==> src/hdl/fac_pkg.sv <==
// Shared constants, register codes and types for the fire alarm controller.
package fac_pkg;

  // Window depth and sample width of the moving-average temperature check.
  localparam int WINDOW_SAMPLES = 16;
  localparam int SAMPLE_BITS    = 12;
  localparam int WIN_IDX_BITS   = (WINDOW_SAMPLES > 1) ? $clog2(WINDOW_SAMPLES) : 0;
  localparam int SUM_BITS       = SAMPLE_BITS + WIN_IDX_BITS;
  // Sum width used for compares against 16-bit values and for saturation.
  localparam int SUM_WIDE       = (SUM_BITS > 17) ? SUM_BITS : 17;

  // Fixed field widths of the ports.
  localparam int ADC_BITS       = 12;
  localparam int IN_DATA_BITS   = 16;
  localparam int OUT_DATA_BITS  = 24;
  localparam int CFG_ADDR_BITS  = 3;
  localparam int CFG_DATA_BITS  = 16;
  localparam int MS_BITS        = 16;
  localparam int STEP_BITS      = 8;

  // Configuration register indexes.
  typedef enum logic [CFG_ADDR_BITS-1:0] {
    REG_TEMP_LIMIT  = 3'd0,
    REG_TIME_STEP   = 3'd1,
    REG_PERIOD_BOTH = 3'd2,
    REG_PERIOD_GAS  = 3'd3,
    REG_PERIOD_HEAT = 3'd4
  } cfg_reg_t;

  // Blink timing settings handed to the alarm unit.
  typedef struct packed {
    logic [STEP_BITS-1:0] time_step;
    logic [MS_BITS-1:0]   period_both;
    logic [MS_BITS-1:0]   period_gas;
    logic [MS_BITS-1:0]   period_heat;
  } blink_cfg_t;

  // Detection events of one word.
  typedef struct packed {
    logic tick;
    logic deact;
    logic gas_now;
    logic heat_now;
    logic test;
  } alarm_evt_t;

  // Alarm state after one word has been applied.
  typedef struct packed {
    logic siren;
    logic strobe;
    logic alarm;
    logic gas;
    logic heat;
  } alarm_st_t;

endpackage

==> src/hdl/fire_alarm_controller.sv <==
// Top level of the fire alarm controller with moving-average temperature check.
//
// Input stream: in_tuser selects the word kind (0 tick, 1 deactivate alarm);
// in_tdata carries the ADC sample, the gas pin (low means gas) and the test
// button. Each accepted word yields exactly one result word on the out_
// stream: drive levels, alarm and latch status, the detections of that
// tick and the window sum.
// The result word is registered and shows up on the cycle after the input
// word is accepted. Throughput is one word per cycle while the receiver takes
// results; the sample chain, running sum and blink counter all update in the
// cycle in which a word is accepted.
// When the receiver stalls, the result register holds its word and in_tready
// drops until the word is taken; it stays high while the register drains.
// Reset (rst_n low, synchronous) clears the sample window and running sum,
// clears all latches, sets the siren level high and the strobe low, and loads
// the default limit, time step and blink periods. The user, not the block, must
// write registers via cfg_we/cfg_addr/cfg_wdata only while no word is in flight.
module fire_alarm_controller (
  input  logic                              clk,
  input  logic                              rst_n,
  input  logic                              in_tvalid,
  output logic                              in_tready,
  // Fields from bit 0: adc_sample[11:0], gas_pin, test_button, zero fill.
  input  logic [fac_pkg::IN_DATA_BITS-1:0]  in_tdata,
  // Fields from bit 0: action.
  input  logic                              in_tuser,
  output logic                              out_tvalid,
  input  logic                              out_tready,
  // Fields from bit 0: siren_drive, strobe_drive, alarm_on, gas_latched,
  // heat_latched, gas_now, heat_now, window_sum[15:0], zero fill.
  output logic [fac_pkg::OUT_DATA_BITS-1:0] out_tdata,
  input  logic                              cfg_we,
  input  logic [fac_pkg::CFG_ADDR_BITS-1:0] cfg_addr,
  input  logic [fac_pkg::CFG_DATA_BITS-1:0] cfg_wdata
);
  import fac_pkg::*;

  logic [MS_BITS-1:0]       temp_limit_r;
  blink_cfg_t               bcfg_r;
  logic                     out_valid_r;
  logic                     out_valid_nxt;
  logic [OUT_DATA_BITS-1:0] out_data_r;
  logic [OUT_DATA_BITS-1:0] out_data_nxt;

  logic                     accept;
  logic                     tick;
  logic [ADC_BITS-1:0]      adc_sample;
  logic [SAMPLE_BITS-1:0]   sample;
  logic [SUM_BITS-1:0]      sum_nxt;
  logic [SUM_BITS-1:0]      sum_cur;
  logic [SUM_WIDE-1:0]      sum_wide;
  logic [MS_BITS-1:0]       window_sum;
  alarm_evt_t               evt;
  alarm_st_t                st_nxt;

  // Configuration registers.
  always_ff @(posedge clk) begin
    if (!rst_n) begin
      temp_limit_r       <= 16'd9930;
      bcfg_r.time_step   <= 8'd10;
      bcfg_r.period_both <= 16'd100;
      bcfg_r.period_gas  <= 16'd1000;
      bcfg_r.period_heat <= 16'd500;
    end else if (cfg_we) begin
      case (cfg_reg_t'(cfg_addr))
        REG_TEMP_LIMIT:  temp_limit_r       <= cfg_wdata;
        REG_TIME_STEP:   bcfg_r.time_step   <= cfg_wdata[STEP_BITS-1:0];
        REG_PERIOD_BOTH: bcfg_r.period_both <= cfg_wdata;
        REG_PERIOD_GAS:  bcfg_r.period_gas  <= cfg_wdata;
        REG_PERIOD_HEAT: bcfg_r.period_heat <= cfg_wdata;
        default: ;
      endcase
    end
  end

  // Handshake: take a word whenever the result register is free or draining.
  assign in_tready  = !out_valid_r || out_tready;
  assign accept     = in_tvalid && in_tready;
  assign tick       = accept && !in_tuser;
  assign adc_sample = in_tdata[ADC_BITS-1:0];
  assign sample     = SAMPLE_BITS'(adc_sample);

  fac_ring u_ring (
    .clk      (clk),
    .rst_n    (rst_n),
    .shift_en (tick),
    .sample   (sample),
    .sum_nxt  (sum_nxt),
    .sum_cur  (sum_cur)
  );

  // Over-temperature compare and saturated sum for the result word.
  always_comb begin
    sum_wide   = SUM_WIDE'(sum_nxt);
    window_sum = (sum_wide > SUM_WIDE'(16'hFFFF)) ? 16'hFFFF : sum_wide[MS_BITS-1:0];
    evt.tick     = tick;
    evt.deact    = accept && in_tuser;
    evt.heat_now = tick && (sum_wide > SUM_WIDE'(temp_limit_r));
    evt.gas_now  = tick && !in_tdata[ADC_BITS];
    evt.test     = tick && in_tdata[ADC_BITS+1];
  end

  fac_alarm u_alarm (
    .clk    (clk),
    .rst_n  (rst_n),
    .evt    (evt),
    .bcfg   (bcfg_r),
    .st_nxt (st_nxt)
  );

  // Result register.
  always_comb begin
    out_data_nxt  = {1'b0, window_sum, evt.heat_now, evt.gas_now, st_nxt.heat,
                     st_nxt.gas, st_nxt.alarm, st_nxt.strobe, st_nxt.siren};
    out_valid_nxt = out_valid_r && !out_tready;
    if (accept) begin
      out_valid_nxt = 1'b1;
    end
  end

  always_ff @(posedge clk) begin
    if (!rst_n) begin
      out_valid_r <= 1'b0;
    end else begin
      out_valid_r <= out_valid_nxt;
    end
  end

  always_ff @(posedge clk) begin
    if (accept) begin
      out_data_r <= out_data_nxt;
    end
  end

  assign out_tvalid = out_valid_r;
  assign out_tdata  = out_data_r;

  // A latched gas detection always comes with the alarm on.
  a_gas_alarm: assert property (@(posedge clk) disable iff (!rst_n)
    out_tvalid && out_tdata[3] |-> out_tdata[2])
    else $error("gas latched without alarm");

  // A heat detection on a tick is reflected in the heat latch.
  a_heat_latch: assert property (@(posedge clk) disable iff (!rst_n)
    out_tvalid && out_tdata[6] |-> out_tdata[4])
    else $error("heat detected but not latched");

  // The running sum moves only on an accepted tick.
  a_sum_hold: assert property (@(posedge clk) disable iff (!rst_n)
    !tick |=> $stable(sum_cur))
    else $error("running sum changed without a tick");

endmodule

==> src/hdl/fac_cell.sv <==
// One sample cell of the window shift line.
module fac_cell (
  input  logic                           clk,
  input  logic                           rst_n,
  input  logic                           shift_en,
  input  logic [fac_pkg::SAMPLE_BITS-1:0] din,
  output logic [fac_pkg::SAMPLE_BITS-1:0] dout
);
  import fac_pkg::*;

  logic [SAMPLE_BITS-1:0] sample_r;
  logic [SAMPLE_BITS-1:0] sample_nxt;

  // Take the neighbor's sample on every tick.
  always_comb begin
    sample_nxt = shift_en ? din : sample_r;
  end

  always_ff @(posedge clk) begin
    if (!rst_n) begin
      sample_r <= '0;
    end else begin
      sample_r <= sample_nxt;
    end
  end

  assign dout = sample_r;

endmodule

==> src/hdl/fac_ring.sv <==
// Sample window as a chain of cells with a running sum.
module fac_ring (
  input  logic                            clk,
  input  logic                            rst_n,
  input  logic                            shift_en,
  input  logic [fac_pkg::SAMPLE_BITS-1:0] sample,
  output logic [fac_pkg::SUM_BITS-1:0]    sum_nxt,
  output logic [fac_pkg::SUM_BITS-1:0]    sum_cur
);
  import fac_pkg::*;

  logic [SAMPLE_BITS-1:0] tap [WINDOW_SAMPLES+1];
  logic [SUM_BITS-1:0]    sum_r;

  // The newest sample enters the head; the oldest leaves at the tail.
  assign tap[0] = sample;

  for (genvar i = 0; i < WINDOW_SAMPLES; i++) begin : g_cell
    fac_cell u_cell (
      .clk      (clk),
      .rst_n    (rst_n),
      .shift_en (shift_en),
      .din      (tap[i]),
      .dout     (tap[i+1])
    );
  end

  // Replace the oldest sample in the sum; the true value never underflows.
  always_comb begin
    if (shift_en) begin
      sum_nxt = sum_r - SUM_BITS'(tap[WINDOW_SAMPLES]) + SUM_BITS'(sample);
    end else begin
      sum_nxt = sum_r;
    end
  end

  always_ff @(posedge clk) begin
    if (!rst_n) begin
      sum_r <= '0;
    end else begin
      sum_r <= sum_nxt;
    end
  end

  assign sum_cur = sum_r;

endmodule

==> src/hdl/fac_alarm.sv <==
// Alarm latches and the siren and strobe blink counter.
module fac_alarm (
  input  logic                clk,
  input  logic                rst_n,
  input  fac_pkg::alarm_evt_t evt,
  input  fac_pkg::blink_cfg_t bcfg,
  output fac_pkg::alarm_st_t  st_nxt
);
  import fac_pkg::*;

  alarm_st_t          st_r;
  logic [MS_BITS-1:0] elapsed_r;
  logic [MS_BITS-1:0] elapsed_nxt;
  logic [MS_BITS:0]   elapsed_add;
  logic [MS_BITS-1:0] elapsed_sat;
  logic [MS_BITS-1:0] period;

  // Saturating millisecond count for this tick.
  always_comb begin
    elapsed_add = {1'b0, elapsed_r} + (MS_BITS + 1)'(bcfg.time_step);
    elapsed_sat = elapsed_add[MS_BITS] ? '1 : elapsed_add[MS_BITS-1:0];
  end

  // Latch updates, period selection and drive toggling.
  always_comb begin
    st_nxt      = st_r;
    elapsed_nxt = elapsed_r;
    period      = '0;
    if (evt.deact) begin
      st_nxt.gas   = 1'b0;
      st_nxt.heat  = 1'b0;
      st_nxt.alarm = 1'b0;
    end else if (evt.tick) begin
      if (evt.heat_now || evt.test) begin
        st_nxt.heat  = 1'b1;
        st_nxt.alarm = 1'b1;
      end
      if (evt.gas_now || evt.test) begin
        st_nxt.gas   = 1'b1;
        st_nxt.alarm = 1'b1;
      end
      if (st_nxt.gas && st_nxt.heat) begin
        period = bcfg.period_both;
      end else if (st_nxt.gas) begin
        period = bcfg.period_gas;
      end else if (st_nxt.heat) begin
        period = bcfg.period_heat;
      end
      elapsed_nxt = elapsed_sat;
      if (st_nxt.alarm) begin
        if (elapsed_sat >= period) begin
          elapsed_nxt   = '0;
          st_nxt.siren  = !st_r.siren;
          st_nxt.strobe = !st_r.strobe;
        end
      end else begin
        st_nxt.siren  = 1'b1;
        st_nxt.strobe = 1'b0;
      end
    end
  end

  always_ff @(posedge clk) begin
    if (!rst_n) begin
      st_r      <= '{siren: 1'b1, strobe: 1'b0, alarm: 1'b0, gas: 1'b0, heat: 1'b0};
      elapsed_r <= '0;
    end else begin
      st_r      <= st_nxt;
      elapsed_r <= elapsed_nxt;
    end
  end

endmodule
==> config.mk <==
export PLATFORM = sky130hd
export DESIGN_NAME = fire_alarm_controller
export DESIGN_NICKNAME = d
export VERILOG_FILES = /design/src/hdl/fac_pkg.sv /design/src/hdl/fire_alarm_controller.sv /design/src/hdl/fac_cell.sv /design/src/hdl/fac_ring.sv /design/src/hdl/fac_alarm.sv
export SDC_FILE = /design/constraint.sdc
export NUM_CORES = 1
export LEC_CHECK = 0
export BUFFER_PORTS_ARGS = -buffer_cell sky130_fd_sc_hd__buf_2
export CAP_MARGIN = 20
export CORE_UTILIZATION = 35
export DETAILED_ROUTE_END_ITERATION = 10
export GPL_TIMING_DRIVEN = 0
export MAX_ROUTING_LAYER = met4
export SLEW_MARGIN = 25
export SYNTH_ARGS = -nofsm -noshare
export SYNTH_HDL_FRONTEND = slang
export SYNTH_SLANG_ARGS = --single-unit
==> constraint.sdc <==
create_clock -name clk -period 8.87 [get_ports clk]
set_input_delay 1.774 -clock clk [delete_from_list [all_inputs] [get_ports clk]]
set_output_delay 1.774 -clock clk [all_outputs]
set_load 0.01 [all_outputs]
==> results.cfg, run 1 <==
[outcome]
status = finished clean

[synthesis]
syn_area_um2 = 14200
yosysWarnings = 0
syn_area_per_cell_um2 = 8.11
async_flop_share_pct = 0
ys_seq_area_share_pct = 47.3
synth_cells = 1755
synth_nets = 1865
synth_edf_count = 23
synth_cell_types = 68
ys_ff_latch = 325
yosys_most_used_dff = dfxtp_1

[global_route]
grt_use_total_pct = 18.5
grt_pass1_wl_um = 59700
antenna_found_initial = 2
grt.overflow.total = 0
grt_max_degree = 24
grt_pass1_vias = 11600

[cts]
numCtsBuffers = 36
clk_latency_ns = 0.53
path_clk_slew_ns = 0.06
clkSinkCount = 325
cts_max_path_buffers = 3
htreeDepth = 2
cts-root-buf = clkbuf_16
cts_tree = yes

[die]
start_util_pct = 35.7
std_cell_rows = 73
die-height_um = 204
ios = 67
design.core.area_um2 = 39900
dieArea_um2 = 41500
fp.dieW_um = 204

[sta]
finalCriticalPeriod_ns = 8.39
fin_crit_sh_pct = 94.5
relSlewSlack_pct = 41.3
tightest_slew_ns = 0.881
skew_ns = 0.0240
rsz0062_at_grt = no
hold_violations = 0
final-setup-viol-count = 0
hold_ws_ns = 0.439
fmax_ghz = 0.119
slew_violations = 0

[finish]
final_nets = 1967
areaGrowthSynthToFinish_pct = 15.3
layout.cells.most_common = nand2_1
drive_gt1_share_pct = 8.63
mostFrequentLayoutCells = nand2_1 (573), dfxtp_1 (302), a21oi_1 (270)

[route]
drc = 0
detail-route-antenna-nets = 0
routed_wl_um = 37000
first_pass_iters = 5
viasPerCell = 5.00
wl_per_cell_um = 15.4
via_count = 12000
first_iter_violations = 713

[place]
dp_hpwl_um = 27500
place.gp.congestion = 0.867
numPortBuffers = 62

[setup_path]
cp_max_fo = 10
critical_path_arrival_ns = 8.75
cp.required_ns = 9.24
critPathBufInv = 4
worst_setup_path_end_kind = flip-flop
cp-start-kind = input port
cp_cell_sequence = buf_2 > inv_1 > fa_1 > fa_1 > nand2b_1 > a2111oi_2 > nor4_2 > o311a_1 > o41ai_2 > ha_1 > o21a_1 > o2111a_1 > o41ai_4 > inv_2 > a211oi_4 > buf_8 > mux2_4 > ha_1 > nand3_1 > o31ai_1 > a221oi_4 > a311oi_2 > a2111oi_1
path_class = in2reg
path_delay_family = compound AO/OA/AOI/OAI gates
worst_path_max_delay_cell = a311oi_2
slowest_delay_ns = 0.76

[power_and_ir_drop]
vdd_ir_drop_max_mv = 0.111
p_leak_nw = 6.18
power.total_mw = 3.49
powerDensity_nw_per_um2 = 212

[worst_hold_path]
hold_class = reg2reg

[flow_run]
cap_violations = 0
==> metrics by stage <==
stage	std cells	setup TNS (ns)	util, %	instance area [um2]	worst slack (ns)
after floorplan	1755	0	-	14200	0.837
after global placement	2342	-8.73	38.1	15200	-0.735
after detailed placement	2342	-11.08	38.1	15200	-0.854
after CTS	2401	0	41.0	16400	0.126
after global routing	2404	0	41.1	16400	0.0956
final	2404	0	41.1	16400	0.484
==> kinds of logic after synthesis <==
family,share of synthesized area [%]
and+or+nand+nor,21.5
AOI/OAI and AO/OA,15.5
DFF,47.3
buffers and inverters,5.11
adders and majority gates,6.75
muxes,3.22
xor gates and xnor gates,0.615
other,0.0263
==> worst min-delay path, stage by stage, from the launching register on <==
cell and delay (ns):
dfxtp_1 0.31, nand2_1 0.05, a21oi_1 0.05
==> cell usage after synthesis (all sizes together) (2+ instances only) <==
library cell / instances / share of area, %
a21boi: 2 / 0.11
o21a: 8 / 0.42
a21o: 9 / 0.47
mux2i: 23 / 1.6
dfxtp: 302 / 42
nor4: 3 / 0.13
or3: 3 / 0.13
o211ai: 12 / 0.67
inv: 84 / 2.2
clkbuf: 96 / 2.5
o2111ai: 2 / 0.12
nand2b: 10 / 0.44
and4: 2 / 0.12
a41o: 2 / 0.14
o21ai: 33 / 1.2
mux2: 18 / 1.6
xor2: 4 / 0.25
a2111oi: 2 / 0.12
o41ai: 3 / 0.37
nand3b: 2 / 0.11
nor3b: 5 / 0.26
a21oi: 270 / 9.5
edfxtp: 23 / 4.8
a31o: 5 / 0.31
fa: 13 / 1.8
nor3: 17 / 0.60
a31oi: 4 / 0.18
and2: 17 / 0.75
a211oi: 9 / 0.60
nand2: 573 / 15
o311a: 2 / 0.14
o31ai: 7 / 0.37
nand4: 13 / 0.57
ha: 56 / 4.9
and3: 14 / 0.61
nor2: 34 / 0.90
xnor2: 6 / 0.37
nand3: 37 / 1.3
buf: 9 / 0.37
or2: 3 / 0.13
nor2b: 3 / 0.13
==> final cells by class <==
class | instances | area, um2
Fill cell | 4019 | 23500
Multi-Input combinational cell | 1241 | 6800
Sequential cell | 325 | 6740
Clock buffer | 44 | 1010
Tap cell | 525 | 657
Buffer | 105 | 413
Timing Repair Buffer | 64 | 338
Inverter | 84 | 315
Clock inverter | 14 | 133
Antenna cell | 2 | 5.00
==> repair_timing <==
action	in CTS	in global routing
pin swaps	1	1
buffers inserted	1	1
gates cloned	0	0
hold buffers	0	0
resized for setup	3	3
endpoints found under the hold margin	0	0
endpoints found under the setup margin	11	18
==> power by group <==
| part | leakage, nW | total, mW | switching (mW) | internal [mW] |
|---|---|---|---|---|
| logic | 2.94 | 0.474 | 0.301 | 0.172 |
| registers | 2.67 | 1.54 | 0.0171 | 1.52 |
| clock network | 0.567 | 1.48 | 0.607 | 0.869 |
| total | 6.18 | 3.49 | 0.926 | 2.56 |
==> routing by layer <==
| metal | share of wire (%) | track usage [%] |
|---|---|---|
| met1 | 47 | 23.9 |
| met2 | 46 | 29.3 |
| met3 | 5.2 | 3.24 |
| met4 | 2.1 | 5.61 |
| met5 | 0 | - |
==> final timing paths <==
path                                                      start                                            end  slack [ns]  cells past startpoint
setup / recovery                                    in_tdata[1]              u_alarm.elapsed_r[1]$_SDFFE_PN0P_        0.48                     23
hold / removal    u_ring.g_cell[12].u_cell.dout[8]$_SDFFE_PN0P_  u_ring.g_cell[13].u_cell.dout[8]$_SDFFE_PN0P_        0.44                      2
setup reg to reg  u_ring.g_cell[15].u_cell.dout[1]$_SDFFE_PN0P_              u_alarm.elapsed_r[1]$_SDFFE_PN0P_        1.51                     21
hold reg to reg   u_ring.g_cell[12].u_cell.dout[8]$_SDFFE_PN0P_  u_ring.g_cell[13].u_cell.dout[8]$_SDFFE_PN0P_        0.44                      2
==> flip-flops by register name, summed over array words and instances (netlist names) <==
register	cells
out_tdata	23
u_alarm.elapsed_r	16
u_alarm.st_r	5
out_tvalid	1
u_ring.sum_cur	16
temp_limit_r	16
bcfg_r	56
u_ring.g_cell.u_cell.dout	192
Note: power is estimated with default switching activity, not from simulation.
==> inputs of run 2 (changes only) <==
--- a/config.mk
+++ b/config.mk
@@ -7,6 +7,7 @@
 export LEC_CHECK = 0
 export BUFFER_PORTS_ARGS = -buffer_cell sky130_fd_sc_hd__buf_2
 export CAP_MARGIN = 20
+export CORE_ASPECT_RATIO = 0.6
 export CORE_UTILIZATION = 35
 export DETAILED_ROUTE_END_ITERATION = 10
 export GPL_TIMING_DRIVEN = 0
==> results.cfg, run 2 (synthesis results as in run 1) <==
[outcome]
status = finished clean

[setup_path]
r2r_start = u_ring.sum_cur[1]$_SDFF_PN0_
critical_path_arrival_ns = 8.80
worst_setup_path_end_kind = flip-flop
cp.required_ns = 9.25
crit_path_start = in_tdata[1]
path_class = in2reg
cp-start-kind = input port
cp_max_fo = 9

[sta]
hold_violations = 0
final-setup-viol-count = 0
skew_ns = 0.0218
relSlewSlack_pct = 44.2
finalCriticalPeriod_ns = 8.43
fmax_ghz = 0.119
slew_violations = 0
fin_crit_sh_pct = 95.0
fin_setup_tns_ns = 0
tightest_slew_ns = 0.837
rsz0062_at_grt = no

[die]
fp.dieW_um = 262
die-height_um = 158
start_util_pct = 36.0
design.core.area_um2 = 39600
std_cell_rows = 56
dieArea_um2 = 41500
ios = 67

[global_route]
grt_pass1_vias = 11300
grt_pass1_wl_um = 62900
grt_use_total_pct = 19.9
grt.overflow.total = 0
grt_max_degree = 24
antenna_found_initial = 2

[route]
detail-route-antenna-nets = 0
wl_per_cell_um = 16.7
first_iter_violations = 1071
first_pass_iters = 7
via_count = 12300
viasPerCell = 5.12
routed_wl_um = 40100
drc = 0

[worst_hold_path]
hold_path.startpoint = u_ring.g_cell[3].u_cell.dout[3]$_SDFFE_PN0P_
hold_class = reg2reg

[finish]
fin_cells = 2406
largest_register_ffs = 192
seqCellArea_um2 = 6740
multi_input_area_um2 = 6810
fillers = 3943
final_area_um2 = 16500
final_nets = 1968
layout.cells.most_common = nand2_1
drive_gt1_share_pct = 8.98
areaGrowthSynthToFinish_pct = 15.7
mostFrequentLayoutCells = nand2_1 (573), dfxtp_1 (302), a21oi_1 (270)

[power_and_ir_drop]
p_leak_nw = 6.21
vdd_ir_drop_max_mv = 0.117
powerDensity_nw_per_um2 = 216

[cts]
cts-root-buf = clkbuf_16
cts_max_path_buffers = 3
htreeDepth = 2
numCtsBuffers = 34
clkSinkCount = 325
path_clk_slew_ns = 0.06
clk_latency_ns = 0.54
cts_tree = yes

[place]
numPortBuffers = 62
dp_hpwl_um = 30100
place.gp.congestion = 0.932
dpl_cell_area_um2 = 15200
dp_cells = 2339

[flow_run]
cap_violations = 0
-- run 2: per-layer routing --
metal / vias up / share of wire [%] / track usage [%]
met5: - / 0 / -
met4: 0 / 2.0 / 5.43
met3: 59 / 7.8 / 2.81
met2: 387 / 39 / 26.9
met1: 5802 / 51 / 30.2
li1: 6067 / - / -
-- run 2: final cells by class --
cell class / instances / share of cell area [%]
Multi-Input combinational cell: 1241 / 41.3
Sequential cell: 325 / 40.9
Clock buffer: 46 / 6.12
Tap cell: 522 / 3.96
Buffer: 105 / 2.51
Timing Repair Buffer: 67 / 2.11
Inverter: 84 / 1.91
Clock inverter: 15 / 1.13
Antenna cell: 1 / 0.0152
-- run 2: path summary, 6_finish.rpt --
kind	end	slack (ns)	cells past startpoint
worst max-delay path	u_alarm.elapsed_r[1]$_SDFFE_PN0P_	0.44	24
worst min register to register	u_ring.g_cell[4].u_cell.dout[3]$_SDFFE_PN0P_	0.44	2
worst max register to register	u_alarm.elapsed_r[1]$_SDFFE_PN0P_	1.49	23
worst min-delay path	u_ring.g_cell[4].u_cell.dout[3]$_SDFFE_PN0P_	0.44	2
-- run 2: what timing repair did --
action	4_1_cts	5_1_grt
hold buffers	0	0
setup buffers	3	2
gates resized for setup	1	7
setup endpoints to repair	20	20
pin swaps	1	1
-- run 2: power breakdown --
group	internal, mW	switching (mW)	total (mW)
Clock	0.895	0.627	1.52
Sequential	1.52	0.0200	1.54
Combinational	0.174	0.320	0.494
Total	2.59	0.967	3.56
-- run 2: critical path: stages --
cell and delay (ns):
buf_2 0.11, inv_1 0.06, fa_1 0.51, fa_1 0.45, nand2b_1 0.23, a2111oi_2 0.51, nor4_2 0.15, o311a_1 0.37
o41ai_2 0.32, ha_1 0.33, o21a_1 0.18, o2111a_1 0.28, o41ai_4 0.32, buf_4 0.21, inv_2 0.09, a211oi_4 0.23
buf_4 0.23, mux2_2 0.42, ha_1 0.34, nand3_1 0.08, o31ai_1 0.64, a221oi_4 0.20, a311oi_4 0.61, a2111oi_0 0.14
-- run 2: per-stage QoR --
stage	power (mW)	setup slack, ns	utilization, %	hold slack, ns
3_3_place_gp	2.03	-0.844	38.4	0.435
5_1_grt	3.70	0.126	41.6	0.460
6_report	3.56	0.442	41.6	0.439
2_1_floorplan	1.89	0.837	-	0.432
3_5_place_dp	2.04	-0.929	38.4	0.442
4_1_cts	3.57	0.102	41.5	0.437
